### config.mk
export PLATFORM = sky130hd
export DESIGN_NAME = i2c_master_bit_engine_top
export DESIGN_NICKNAME = d
export VERILOG_FILES = /design/src/rtl/i2cm_pkg.sv /design/src/rtl/i2cm_cfg.sv /design/src/rtl/i2cm_core.sv /design/src/rtl/i2c_master_bit_engine_top.sv
export SDC_FILE = /design/constraint.sdc
export NUM_CORES = 1
export LEC_CHECK = 0
export ABC_CLOCK_PERIOD_IN_PS = 3100
export BUFFER_PORTS_ARGS = -buffer_cell sky130_fd_sc_hd__buf_2
export CAP_MARGIN = 20
export CORE_MARGIN = 2
export CORE_UTILIZATION = 56
export DETAILED_ROUTE_END_ITERATION = 8
export PLACE_DENSITY = 0.82
export SYNTH_ARGS = -nofsm -noshare
export SYNTH_HDL_FRONTEND = slang
export SYNTH_SLANG_ARGS = --single-unit
### constraint.sdc
create_clock -name clk -period 3.1 [get_ports clk]
set_clock_uncertainty 0.2 [all_clocks]
set_input_delay 0.155 -clock clk [delete_from_list [all_inputs] [get_ports clk]]
set_output_delay 0.155 -clock clk [all_outputs]
set_load 0.05 [all_outputs]
### src/rtl/i2cm_pkg.sv
// Package of the I2C master bit engine: beat structs, codes, phase enum.
// No dependencies; imported by every rtl module of the block.
package i2cm_pkg;

    localparam int TIMER_BITS = 16;
    localparam int HP_BITS    = 16;
    localparam int ADDR_BITS  = 3;

    typedef enum logic [2:0] {
        REQ_START   = 3'd0,
        REQ_STOP    = 3'd1,
        REQ_WRITE   = 3'd2,
        REQ_READ    = 3'd3,
        REQ_RDACK   = 3'd4,
        REQ_SENDACK = 3'd5,
        REQ_CHECK   = 3'd6,
        REQ_SENDCMD = 3'd7
    } req_t;

    typedef enum logic [1:0] {
        ST_OK   = 2'd0,
        ST_FAIL = 2'd1,
        ST_BUSY = 2'd2
    } status_t;

    typedef enum logic [3:0] {
        PH_IDLE = 4'd0,
        PH_ST_A = 4'd1,
        PH_ST_B = 4'd2,
        PH_SP_A = 4'd3,
        PH_SP_B = 4'd4,
        PH_WB_H = 4'd5,
        PH_WB_L = 4'd6,
        PH_RB_H = 4'd7,
        PH_RB_L = 4'd8,
        PH_RA_H = 4'd9,
        PH_SA_H = 4'd10
    } phase_t;

    // Register indexes on the configuration port
    typedef enum logic {
        REG_HALF_PERIOD   = 1'b0,
        REG_SLAVE_ADDRESS = 1'b1
    } reg_idx_t;

    typedef struct packed {
        logic        cmd_valid;
        req_t        req_type;
        logic [7:0]  write_data;
        logic [3:0]  bit_count;
        logic        with_start;
        logic        with_stop;
        logic        sda_in;
        logic        scl_in;
    } req_beat_t;

    typedef struct packed {
        logic        scl_out;
        logic        sda_out;
        logic        cmd_done;
        status_t     status;
        logic [7:0]  read_data;
        logic        ready_res;
    } res_beat_t;

    typedef struct packed {
        logic [HP_BITS-1:0] half_period;
        logic [7:0]         slave_address;
    } cfg_t;

endpackage

### src/rtl/i2cm_cfg.sv
// Configuration registers of the I2C master bit engine, APB-style write/read.
// Depends on i2cm_pkg.
module i2cm_cfg (
    input  logic                           clk,
    input  logic                           rst_n,
    input  logic                           psel,
    input  logic                           penable,
    input  logic                           pwrite,
    input  logic [i2cm_pkg::ADDR_BITS-1:0] paddr,
    input  logic [31:0]                    pwdata,
    output logic [31:0]                    prdata,
    output i2cm_pkg::cfg_t                 cfg
);
    import i2cm_pkg::*;

    logic [HP_BITS-1:0] half_period_reg;
    logic [HP_BITS-1:0] half_period_next;
    logic [7:0]         slave_address_reg;
    logic [7:0]         slave_address_next;
    logic               wr_en;
    reg_idx_t           idx;

    assign wr_en = psel && penable && pwrite;
    assign idx   = reg_idx_t'(paddr[2]);

    always_comb
    begin
        half_period_next   = half_period_reg;
        slave_address_next = slave_address_reg;
        if (wr_en)
        begin
            unique case (idx)
                REG_HALF_PERIOD:   half_period_next   = pwdata[HP_BITS-1:0];
                REG_SLAVE_ADDRESS: slave_address_next = pwdata[7:0];
            endcase
        end
    end

    always_ff @(posedge clk or negedge rst_n)
    begin
        if (!rst_n)
        begin
            half_period_reg   <= HP_BITS'(5);
            slave_address_reg <= 8'd0;
        end
        else
        begin
            half_period_reg   <= half_period_next;
            slave_address_reg <= slave_address_next;
        end
    end

    always_comb
    begin
        unique case (idx)
            REG_HALF_PERIOD:   prdata = 32'(half_period_reg);
            REG_SLAVE_ADDRESS: prdata = 32'(slave_address_reg);
        endcase
    end

    assign cfg.half_period   = half_period_reg;
    assign cfg.slave_address = slave_address_reg;

endmodule

### src/rtl/i2cm_core.sv
// Bus phase sequencer of the I2C master bit engine: state registers and the
// per-tick next-state logic. Depends on i2cm_pkg.
module i2cm_core (
    input  logic                clk,
    input  logic                rst_n,
    input  logic                accept,
    input  i2cm_pkg::req_beat_t req,
    input  i2cm_pkg::cfg_t      cfg,
    output i2cm_pkg::res_beat_t res
);
    import i2cm_pkg::*;

    phase_t                phase_reg,   phase_next;
    logic [TIMER_BITS-1:0] timer_reg,   timer_next;
    logic [3:0]            bits_reg,    bits_next;
    logic [7:0]            shift_reg,   shift_next;
    logic                  scl_reg,     scl_next;
    logic                  sda_reg,     sda_next;
    logic                  fstop_reg,   fstop_next;
    logic                  ffail_reg,   ffail_next;
    req_t                  cmd_reg,     cmd_next;
    logic                  done_next;
    status_t               status_next;
    logic [7:0]            rdata_next;
    logic [TIMER_BITS-1:0] hp;

    // Clamp the half period to the timer range and to at least one tick
    function automatic logic [TIMER_BITS-1:0] hold_ticks(logic [HP_BITS-1:0] v);
        logic [31:0] ext;
        logic [31:0] lim;
        ext = 32'(v);
        lim = 32'((64'd1 << TIMER_BITS) - 64'd1);
        if (ext > lim)
            ext = lim;
        if (ext == 32'd0)
            ext = 32'd1;
        return TIMER_BITS'(ext);
    endfunction

    function automatic logic [3:0] sat_count(logic [3:0] n);
        return (n > 4'd8) ? 4'd8 : n;
    endfunction

    assign hp = hold_ticks(cfg.half_period);

    // Next state for one tick
    always_comb
    begin
        logic [3:0] n;
        n           = 4'd0;
        phase_next  = phase_reg;
        timer_next  = timer_reg;
        bits_next   = bits_reg;
        shift_next  = shift_reg;
        scl_next    = scl_reg;
        sda_next    = sda_reg;
        fstop_next  = fstop_reg;
        ffail_next  = ffail_reg;
        cmd_next    = cmd_reg;
        done_next   = 1'b0;
        status_next = ST_OK;
        rdata_next  = 8'd0;

        if (phase_reg == PH_IDLE)
        begin
            if (req.cmd_valid)
            begin
                cmd_next   = req.req_type;
                fstop_next = 1'b0;
                ffail_next = 1'b0;
                unique case (req.req_type)
                    REQ_START:
                    begin
                        phase_next = PH_ST_A; scl_next = 1'b1; sda_next = 1'b1;
                        timer_next = hp;
                    end
                    REQ_STOP:
                    begin
                        phase_next = PH_SP_A; scl_next = 1'b1; sda_next = 1'b0;
                        timer_next = hp;
                    end
                    REQ_WRITE:
                    begin
                        scl_next = 1'b0;
                        n = sat_count(req.bit_count);
                        if (n == 4'd0)
                        begin
                            phase_next = PH_IDLE; timer_next = '0; done_next = 1'b1;
                        end
                        else
                        begin
                            shift_next = 8'(req.write_data << (4'd8 - n));
                            bits_next  = n;
                            phase_next = PH_WB_H; scl_next = 1'b1;
                            sda_next   = shift_next[7];
                            timer_next = hp;
                        end
                    end
                    REQ_READ:
                    begin
                        scl_next = 1'b0; sda_next = 1'b1; shift_next = 8'd0;
                        n = sat_count(req.bit_count);
                        if (n == 4'd0)
                        begin
                            phase_next = PH_IDLE; timer_next = '0; done_next = 1'b1;
                        end
                        else
                        begin
                            bits_next  = n;
                            phase_next = PH_RB_H; scl_next = 1'b1;
                            timer_next = hp;
                        end
                    end
                    REQ_RDACK:
                    begin
                        phase_next = PH_RA_H; scl_next = 1'b1; sda_next = 1'b1;
                        timer_next = hp;
                    end
                    REQ_SENDACK:
                    begin
                        phase_next = PH_SA_H; scl_next = 1'b1;
                        sda_next = req.write_data[0]; timer_next = hp;
                    end
                    REQ_CHECK:
                    begin
                        if (req.scl_in && req.sda_in)
                        begin
                            shift_next = cfg.slave_address | 8'h01;
                            phase_next = PH_ST_A; scl_next = 1'b1; sda_next = 1'b1;
                            timer_next = hp;
                        end
                        else
                        begin
                            phase_next = PH_IDLE; timer_next = '0;
                            done_next = 1'b1; status_next = ST_BUSY;
                        end
                    end
                    REQ_SENDCMD:
                    begin
                        shift_next = req.write_data;
                        fstop_next = req.with_stop;
                        if (req.with_start)
                        begin
                            phase_next = PH_ST_A; scl_next = 1'b1; sda_next = 1'b1;
                        end
                        else
                        begin
                            bits_next  = 4'd8;
                            phase_next = PH_WB_H; scl_next = 1'b1;
                            sda_next   = req.write_data[7];
                        end
                        timer_next = hp;
                    end
                endcase
            end
        end
        else if (timer_reg > TIMER_BITS'(1))
        begin
            timer_next = timer_reg - TIMER_BITS'(1);
        end
        else
        begin
            unique case (phase_reg)
                PH_ST_A:
                begin
                    phase_next = PH_ST_B; scl_next = 1'b1; sda_next = 1'b0;
                    timer_next = hp;
                end
                PH_ST_B:
                begin
                    scl_next = 1'b0; sda_next = 1'b0;
                    if (cmd_reg == REQ_CHECK || (cmd_reg == REQ_SENDCMD && !req.sda_in))
                    begin
                        // address or command byte follows the start
                        bits_next  = 4'd8;
                        phase_next = PH_WB_H; scl_next = 1'b1;
                        sda_next   = shift_reg[7]; timer_next = hp;
                    end
                    else if (cmd_reg == REQ_SENDCMD)
                    begin
                        ffail_next = 1'b1;
                        phase_next = PH_SP_A; scl_next = 1'b1; sda_next = 1'b0;
                        timer_next = hp;
                    end
                    else
                    begin
                        phase_next = PH_IDLE; timer_next = '0; done_next = 1'b1;
                        status_next = req.sda_in ? ST_FAIL : ST_OK;
                    end
                end
                PH_SP_A:
                begin
                    phase_next = PH_SP_B; scl_next = 1'b1; sda_next = 1'b1;
                    timer_next = hp;
                end
                PH_SP_B:
                begin
                    phase_next = PH_IDLE; timer_next = '0; done_next = 1'b1;
                    if (cmd_reg == REQ_SENDCMD)
                        status_next = ffail_reg ? ST_FAIL : ST_OK;
                    else
                        status_next = req.sda_in ? ST_OK : ST_FAIL;
                end
                PH_WB_H:
                begin
                    phase_next = PH_WB_L; scl_next = 1'b0; timer_next = hp;
                end
                PH_WB_L:
                begin
                    shift_next = {shift_reg[6:0], 1'b0};
                    bits_next  = (bits_reg > 4'd0) ? bits_reg - 4'd1 : bits_reg;
                    if (bits_next > 4'd0)
                    begin
                        phase_next = PH_WB_H; scl_next = 1'b1;
                        sda_next = shift_next[7]; timer_next = hp;
                    end
                    else if (cmd_reg == REQ_CHECK || cmd_reg == REQ_SENDCMD)
                    begin
                        phase_next = PH_RA_H; scl_next = 1'b1; sda_next = 1'b1;
                        timer_next = hp;
                    end
                    else
                    begin
                        phase_next = PH_IDLE; timer_next = '0; done_next = 1'b1;
                    end
                end
                PH_RB_H:
                begin
                    shift_next = {shift_reg[6:0], req.sda_in};
                    phase_next = PH_RB_L; scl_next = 1'b0; sda_next = 1'b1;
                    timer_next = hp;
                end
                PH_RB_L:
                begin
                    bits_next = (bits_reg > 4'd0) ? bits_reg - 4'd1 : bits_reg;
                    if (bits_next > 4'd0)
                    begin
                        phase_next = PH_RB_H; scl_next = 1'b1; sda_next = 1'b1;
                        timer_next = hp;
                    end
                    else
                    begin
                        phase_next = PH_IDLE; timer_next = '0; done_next = 1'b1;
                        rdata_next = shift_reg;
                    end
                end
                PH_RA_H:
                begin
                    scl_next = 1'b0; sda_next = 1'b1;
                    if (cmd_reg == REQ_SENDCMD && (req.sda_in || fstop_reg))
                    begin
                        // nack or requested stop closes the transfer
                        if (req.sda_in)
                            ffail_next = 1'b1;
                        phase_next = PH_SP_A; scl_next = 1'b1; sda_next = 1'b0;
                        timer_next = hp;
                    end
                    else
                    begin
                        phase_next = PH_IDLE; timer_next = '0; done_next = 1'b1;
                        if (cmd_reg != REQ_SENDCMD)
                            status_next = req.sda_in ? ST_FAIL : ST_OK;
                        if (cmd_reg != REQ_SENDCMD && cmd_reg != REQ_CHECK)
                            rdata_next = {7'd0, req.sda_in};
                    end
                end
                PH_SA_H:
                begin
                    scl_next = 1'b0;
                    phase_next = PH_IDLE; timer_next = '0; done_next = 1'b1;
                end
                default:
                begin
                    phase_next = PH_IDLE; timer_next = '0;
                end
            endcase
        end
    end

    // Result beat of this tick
    always_comb
    begin
        res.scl_out   = scl_next;
        res.sda_out   = sda_next;
        res.cmd_done  = done_next;
        res.status    = status_next;
        res.read_data = rdata_next;
        res.ready_res = (phase_next == PH_IDLE);
    end

    always_ff @(posedge clk or negedge rst_n)
    begin
        if (!rst_n)
        begin
            phase_reg <= PH_IDLE;
            timer_reg <= '0;
            bits_reg  <= 4'd0;
            shift_reg <= 8'd0;
            scl_reg   <= 1'b1;
            sda_reg   <= 1'b1;
            fstop_reg <= 1'b0;
            ffail_reg <= 1'b0;
            cmd_reg   <= REQ_START;
        end
        else if (accept)
        begin
            phase_reg <= phase_next;
            timer_reg <= timer_next;
            bits_reg  <= bits_next;
            shift_reg <= shift_next;
            scl_reg   <= scl_next;
            sda_reg   <= sda_next;
            fstop_reg <= fstop_next;
            ffail_reg <= ffail_next;
            cmd_reg   <= cmd_next;
        end
    end

endmodule

### src/rtl/i2c_master_bit_engine_top.sv
// Top level of the I2C master bit engine: config port, sequencer, result register.
// Depends on i2cm_pkg, i2cm_cfg and i2cm_core.
//
// Each request beat is one tick of the bus timer and yields exactly one result beat
// carrying the SCL/SDA drive levels, the completion flag, status and read data. The
// block takes one beat per clock cycle; the sequencer works out the next phase in the
// same cycle and the result lands in a one-deep output register in the cycle after.
// The request side stalls only when that register holds a beat and the result side
// stalls it. All bus timing (half_period ticks per phase, minimum one) counts beats,
// not clock cycles. Commands offered while a command is in progress are ignored;
// watch ready_res. Write configuration only while the engine is idle.
module i2c_master_bit_engine_top (
    input  logic                           clk,
    input  logic                           rst_n,
    input  logic                           req_valid,
    output logic                           req_stall,
    input  i2cm_pkg::req_beat_t            req_beat,
    output logic                           res_valid,
    input  logic                           res_stall,
    output i2cm_pkg::res_beat_t            res_beat,
    input  logic                           psel,
    input  logic                           penable,
    input  logic                           pwrite,
    input  logic [i2cm_pkg::ADDR_BITS-1:0] paddr,
    input  logic [31:0]                    pwdata,
    output logic [31:0]                    prdata,
    output logic                           pready
);
    import i2cm_pkg::*;

    cfg_t      cfg;
    res_beat_t core_res;
    logic      accept;
    logic      res_valid_reg, res_valid_next;
    res_beat_t res_beat_reg;

    assign pready = 1'b1;

    i2cm_cfg u_cfg (
        .clk     (clk),
        .rst_n   (rst_n),
        .psel    (psel),
        .penable (penable),
        .pwrite  (pwrite),
        .paddr   (paddr),
        .pwdata  (pwdata),
        .prdata  (prdata),
        .cfg     (cfg)
    );

    // Hold request beats only while a finished result waits on a stalled sink
    assign req_stall = res_valid_reg && res_stall;
    assign accept    = req_valid && !req_stall;

    i2cm_core u_core (
        .clk    (clk),
        .rst_n  (rst_n),
        .accept (accept),
        .req    (req_beat),
        .cfg    (cfg),
        .res    (core_res)
    );

    // Load a new result on every accepted beat, drop the old one once taken
    always_comb
    begin
        if (accept)
            res_valid_next = 1'b1;
        else if (!res_stall)
            res_valid_next = 1'b0;
        else
            res_valid_next = res_valid_reg;
    end

    always_ff @(posedge clk or negedge rst_n)
    begin
        if (!rst_n)
            res_valid_reg <= 1'b0;
        else
            res_valid_reg <= res_valid_next;
    end

    always_ff @(posedge clk)
    begin
        if (accept)
            res_beat_reg <= core_res;
    end

    assign res_valid = res_valid_reg;
    assign res_beat  = res_beat_reg;

`ifndef SYNTHESIS
    a_accept_loads: assert property (@(posedge clk) disable iff (!rst_n)
        accept |=> res_valid_reg)
        else $error("accepted beat produced no result");

    a_done_idle: assert property (@(posedge clk) disable iff (!rst_n)
        (res_valid_reg && res_beat_reg.cmd_done) |-> res_beat_reg.ready_res)
        else $error("completion reported while engine not idle");

    a_status_done: assert property (@(posedge clk) disable iff (!rst_n)
        (res_valid_reg && res_beat_reg.status != ST_OK) |-> res_beat_reg.cmd_done)
        else $error("status reported without completion");

    a_data_done: assert property (@(posedge clk) disable iff (!rst_n)
        (res_valid_reg && res_beat_reg.read_data != 8'd0) |-> res_beat_reg.cmd_done)
        else $error("read data reported without completion");
`endif

endmodule

# Word-level counts from Yosys, hierarchy flattened
# Index checks and enable logic that the tools add are counted.
# classes
add_sub_neg	3
n_lt_le_gt_ge	4
n_eq_ne	35
shift	1
mux	114
n_bitwise	1
n_reduce_logical	38
# op_table
op	n
16-bit 2-to-1 mux	12
16-bit one-hot mux with 5 select lines	1
32-bit one-hot mux with 2 select lines	1
4-bit one-hot mux with 8 select lines	2
4-bit 2-to-1 mux	14
8-bit 2-to-1 mux	7
16-bit one-hot mux with 3 select lines	1
1-bit 2-to-1 mux	47
8-bit one-hot mux with 2 select lines	2
8-bit one-hot mux with 4 select lines	1
2-bit 2-to-1 mux	12
3-bit inequality test, second input constant	7
3-bit == test, second input constant	6
1-bit one-hot mux with 6 select lines	3
4-bit by 3-bit == test with 1-bit output, second input constant	4
16-bit by 1-bit greater-than comparator with 1-bit output, second input constant	1
16-bit logical NOT	1
4-bit one-hot mux with 2 select lines	2
8-bit AND reduction	2
16-bit by 1-bit subtractor with 16-bit output, second input constant	1
4-bit == test, second input constant	3
4-bit logical NOT	3
3-bit 2-to-1 mux	4
2-bit OR reduction	6
30 further kinds	53
# word_totals
regBits	78
in_bits	62
out_inout_bits	49
wordCells	214

# Longest topological paths before layout
# logic_depth
ltp_word	8
mapped_depth	11
depth_no_buf	8

# Cells and area by module
# Synthesis repeated with hierarchy kept, for this count alone.
# unflattened
cells_unflattened	541
hier_area_um2	5282.6
# modules_own_cells
mod	n_inst	cells_per_inst	area_each_um2	seq_area_each_um2
i2cm_core	1	435	3562.2	978.4
i2cm_cfg	1	86	1238.7	603.1
i2c_master_bit_engine_top	1	20	481.7	445.4

# Least setup slack after synthesis
# Ideal clock, no wire load.
# synth_path
path_kind	register to register
start	register res_valid_reg (netlist: res_valid)
end	register u_core.bits_reg[3]
setup_ns	0.142
t_arrival_ns	2.461
required_ns	2.758
setup_slack_ns	0.297
stages_incl_launch_ff	8
path_buffers	1
synth_period_minus_slack_ns	2.803
cell_sequence	dfrtp_1 a21boi_0 clkbuf_1 o21ai_2 nor3_1 o2111ai_1 o21ai_0 o31ai_1
# synth_via
elab_chain_cells	4
# synth_rtl
element	line_no	text
from (decl)	i2c_master_bit_engine_top.sv:34	logic res_valid_reg, res_valid_next;
from (signal assigned)	i2c_master_bit_engine_top.sv:80	res_valid_reg <= res_valid_next;
1-bit logical AND	i2c_master_bit_engine_top.sv:52	assign req_stall = res_valid_reg && res_stall;
1-bit logical NOT	i2c_master_bit_engine_top.sv:53	assign accept = req_valid && !req_stall;
1-bit logical AND	i2c_master_bit_engine_top.sv:53	
via accept	i2c_master_bit_engine_top.sv:33	logic accept;
8-bit AND reduction (no line)	--	
to (signal assigned)	i2cm_core.sv:309	bits_reg <= bits_next;
to (decl)	i2cm_core.sv:15	logic [3:0] bits_reg, bits_next;
# The timed path passes the listed nets, and every way through them passes these cells.
# A chain may end at the register's enable or synchronous reset.

==> reports/summary.txt <==
hold depth - 3
most frequent cells in the layout - buf_2 (75), dfrtp_1 (60), mux2_2 (40), nor2_1 (34), o21ai_0 (31)
WHS Endpoint - u_core.bits_reg[2]
die height - 101 µm
Worst-Margin Slew - 757 ps
Iter 0 DRT Violations - 386
post-synth top area share - 28.7%
Static Leak - 0.00267 µW
cell count after synthesis - 543
synth unique cells - 80
Buf+Inv Stages, Crit Path - 1
async set-reset flop share out of synthesis - 82.1%
setup TNS - 0 ps
WP data required - 3030 ps
Layout area overhead - 18.7%
area of the mapped netlist - 5230 µm²
reg2reg start - u_core.bits_reg[0]
Total GRT Usage - 29.9%
Ys Warns - 0
Reg2Reg Setup Slack - 240 ps
RSZ-0062 raised after global routing - false
number of global-route vias before repair - 4,934
CP Capture Type - flop
max cap viols - 0
first-pass GRT wire length - 23.8 mm
Hold WC Path Type - in2reg
Avg Cell Area, Syn - 9.63 µm²
port bufs - 75
layout cells sized above 1 - 28.2%
largest net degree at the start of global routing - 33
CP Launch Type - flop
Peak Freq - 350 MHz
Yosys top cell by area - dfrtp_1
vias - 4,917
# IOs - 111
CTS clk-pin slew, worst paths - 90 ps
hold path startpoint - req_beat[6]
initial cell density of the core - 57.1%
Final setup viols - 0
Core Rows - 35
main area contributors after synthesis - dfrtp_1 (29%), mux2_2 (8.6%), edfxtp_1 (8.0%)
DRC - 0
vias per std cell - 6.44
Power per Cell Area - 719 nW/µm²
Post-synth top flop - dfrtp_1
fin crit share - 92.2%
Final Wtd Congestion - 1.04
NumNets Final - 713
r2r endpoint - res_beat[12]
Inst Count DP - 722
critical path arrival - 2790 ps
Worst slew margin - 49.5%
Final Max Tran Viols - 0
Final HPWL DP - 10.2 mm
Psw - 1960 µW
H-tree depth - 3
TritonCTS clock tree - done
clock power share - 17.2%
WS Path Type - reg2reg
wirelength, routed - 14.4 mm
Largest stage delay, worst path - 460 ps
clk_lat worst skew - 370 ps
maximum buffer depth of the clock tree - 2
Die Area - 10,100 µm²
Yosys reg bits - 78
slowest CP cell - dfrtp_1
Die Width - 101 µm
commonest non-fill, non-tap cell in the layout - buf_2
switch share - 44.0%
Top delay family on crit path - compound AO/OA/AOI/OAI gates
antenna violations before repair - 0
Fillers - 692
CP Max Fanout - 6
register share of total power - 37.6%
Multi-input gate area - 2960 µm²
post-synthesis sequential area ratio - 38.8%
aggregate global routing overflow - 0
CORE AREA - 9150 µm²
Worst Setup SP - u_core.bits_reg[0]
Clock Sinks - 78
post-route ant nets - 0
number of flops mapped to enable cells by yosys - 14
TritonCTS Buffers - 9
Int Power - 2500 µW
final hold violation count - 0
Sequential Area - 2030 µm²
clock root buffer - clkbuf_8
Comb power frac - 45.2%
# diodes - 0
crit path time final - 2860 ps
worst-path cell chain - inv_1 > ha_1 > xor2_1 > o32a_1 > or3_1 > a311oi_1 > o32ai_1 > a21o_1
drt wl/cell - 18.9 µm
Worst Reg-to-Reg Cells - 8
outcome - complete, no violations
DRT Pass-1 Iters - 6
non-filler cells, final - 763
worst vdd ir - 422 µV
==> power by group through the flow <==
stage	Sequential (µW)	Clock [µW]	Combinational, µW
floorplan	1590	0	1470
global placement	1650	0	1880
detailed placement	1670	0	1940
CTS	1650	772	1980
global route	1720	814	2200
finish	1670	767	2020
==> cell type report <==
type	count	area share, %
tap	111	2.24
multi-input combinational	418	47.8
clock buffer	12	2.68
clock inverter	4	0.464
inverter	12	0.726
timing repair buffer	128	13.5
sequential	78	32.7
==> worst register-to-register path: cells and delay by family, from the launching register on <==
kind            cells  cell delay [ps]
compound gates      4             1070
flops               1              460
simple gates        1              370
fa+ha+maj           1              280
xor+xnor            1              190
buf+inv             1               80
==> cell usage after synthesis, types with 6 or more instances <==
library cell	n
dfrtp_1	60
mux2_2	40
nor2_1	34
o21ai_0	31
nand2_1	29
clkbuf_1	27
nor3_1	23
mux2i_1	19
buf_4	17
a21oi_1	14
edfxtp_1	14
a221o_1	13
inv_1	12
nand3_1	12
nor2b_1	12
nand2b_1	11
nor4_1	10
and3_1	9
o21ai_1	8
or3_1	8
a31oi_1	7
a21o_1	6
o211ai_1	6
==> how the worst max path moves through the flow <==
stage	endpoint	slack (ps)	depth (start not counted)
floorplan	u_core.bits_reg[3]	300	7
global placement	u_core.timer_reg[15]	370	6
detailed placement	u_core.bits_reg[1]	180	6
CTS	u_core.bits_reg[1]	160	6
global route	res_beat[0]	50	6
finish	res_beat[12]	240	8
==> layer usage <==
| layer | up-vias | track usage, % | wire [µm] |
|---|---|---|---|
| li1 | 2247 | - | - |
| met5 | - | 0 | 0 |
| met2 | 290 | 50.3 | 7050 |
| met1 | 2333 | 36.4 | 5750 |
| met4 | 0 | 15.5 | 475 |
| met3 | 47 | 5.89 | 1110 |
==> kinds of logic after synthesis <==
kind of cell | share of synthesized area, %
AO/OA/AOI/OAI | 20.7
XOR/XNOR | 0.503
adder cells (fa/ha/maj) | 0.957
buffers and inverters | 5.94
flip-flops | 38.8
multiplexers | 13.5
other | 0.144
AND/OR/NAND/NOR | 19.4
==> repair_timing <==
action | CTS | global route
setup endpoints to repair | 0 | 5
buffers inserted | 0 | 0
endpoints found under the hold margin | 59 | 0
gates resized for setup | 0 | 2
hold buffers | 25 | 0
==> metrics by stage <==
| stage | worst slack (ps) | util, % | hold WS, ps | power, µW | instance area [µm²] |
|---|---|---|---|---|---|
| 4_1_cts | 161 | 67.7 | 10.9 | 4400 | 6190 |
| 5_1_grt | 51.3 | 67.8 | 76.3 | 4730 | 6200 |
| 3_3_place_gp | 365 | 62.8 | 61.7 | 3530 | 5750 |
| 2_1_floorplan | 297 | - | -341 | 3060 | 5280 |
| 3_5_place_dp | 177 | 62.8 | 65.1 | 3610 | 5750 |
| 6_report | 241 | 67.8 | 24.8 | 4460 | 6200 |
(Power assumes the default switching activity.)
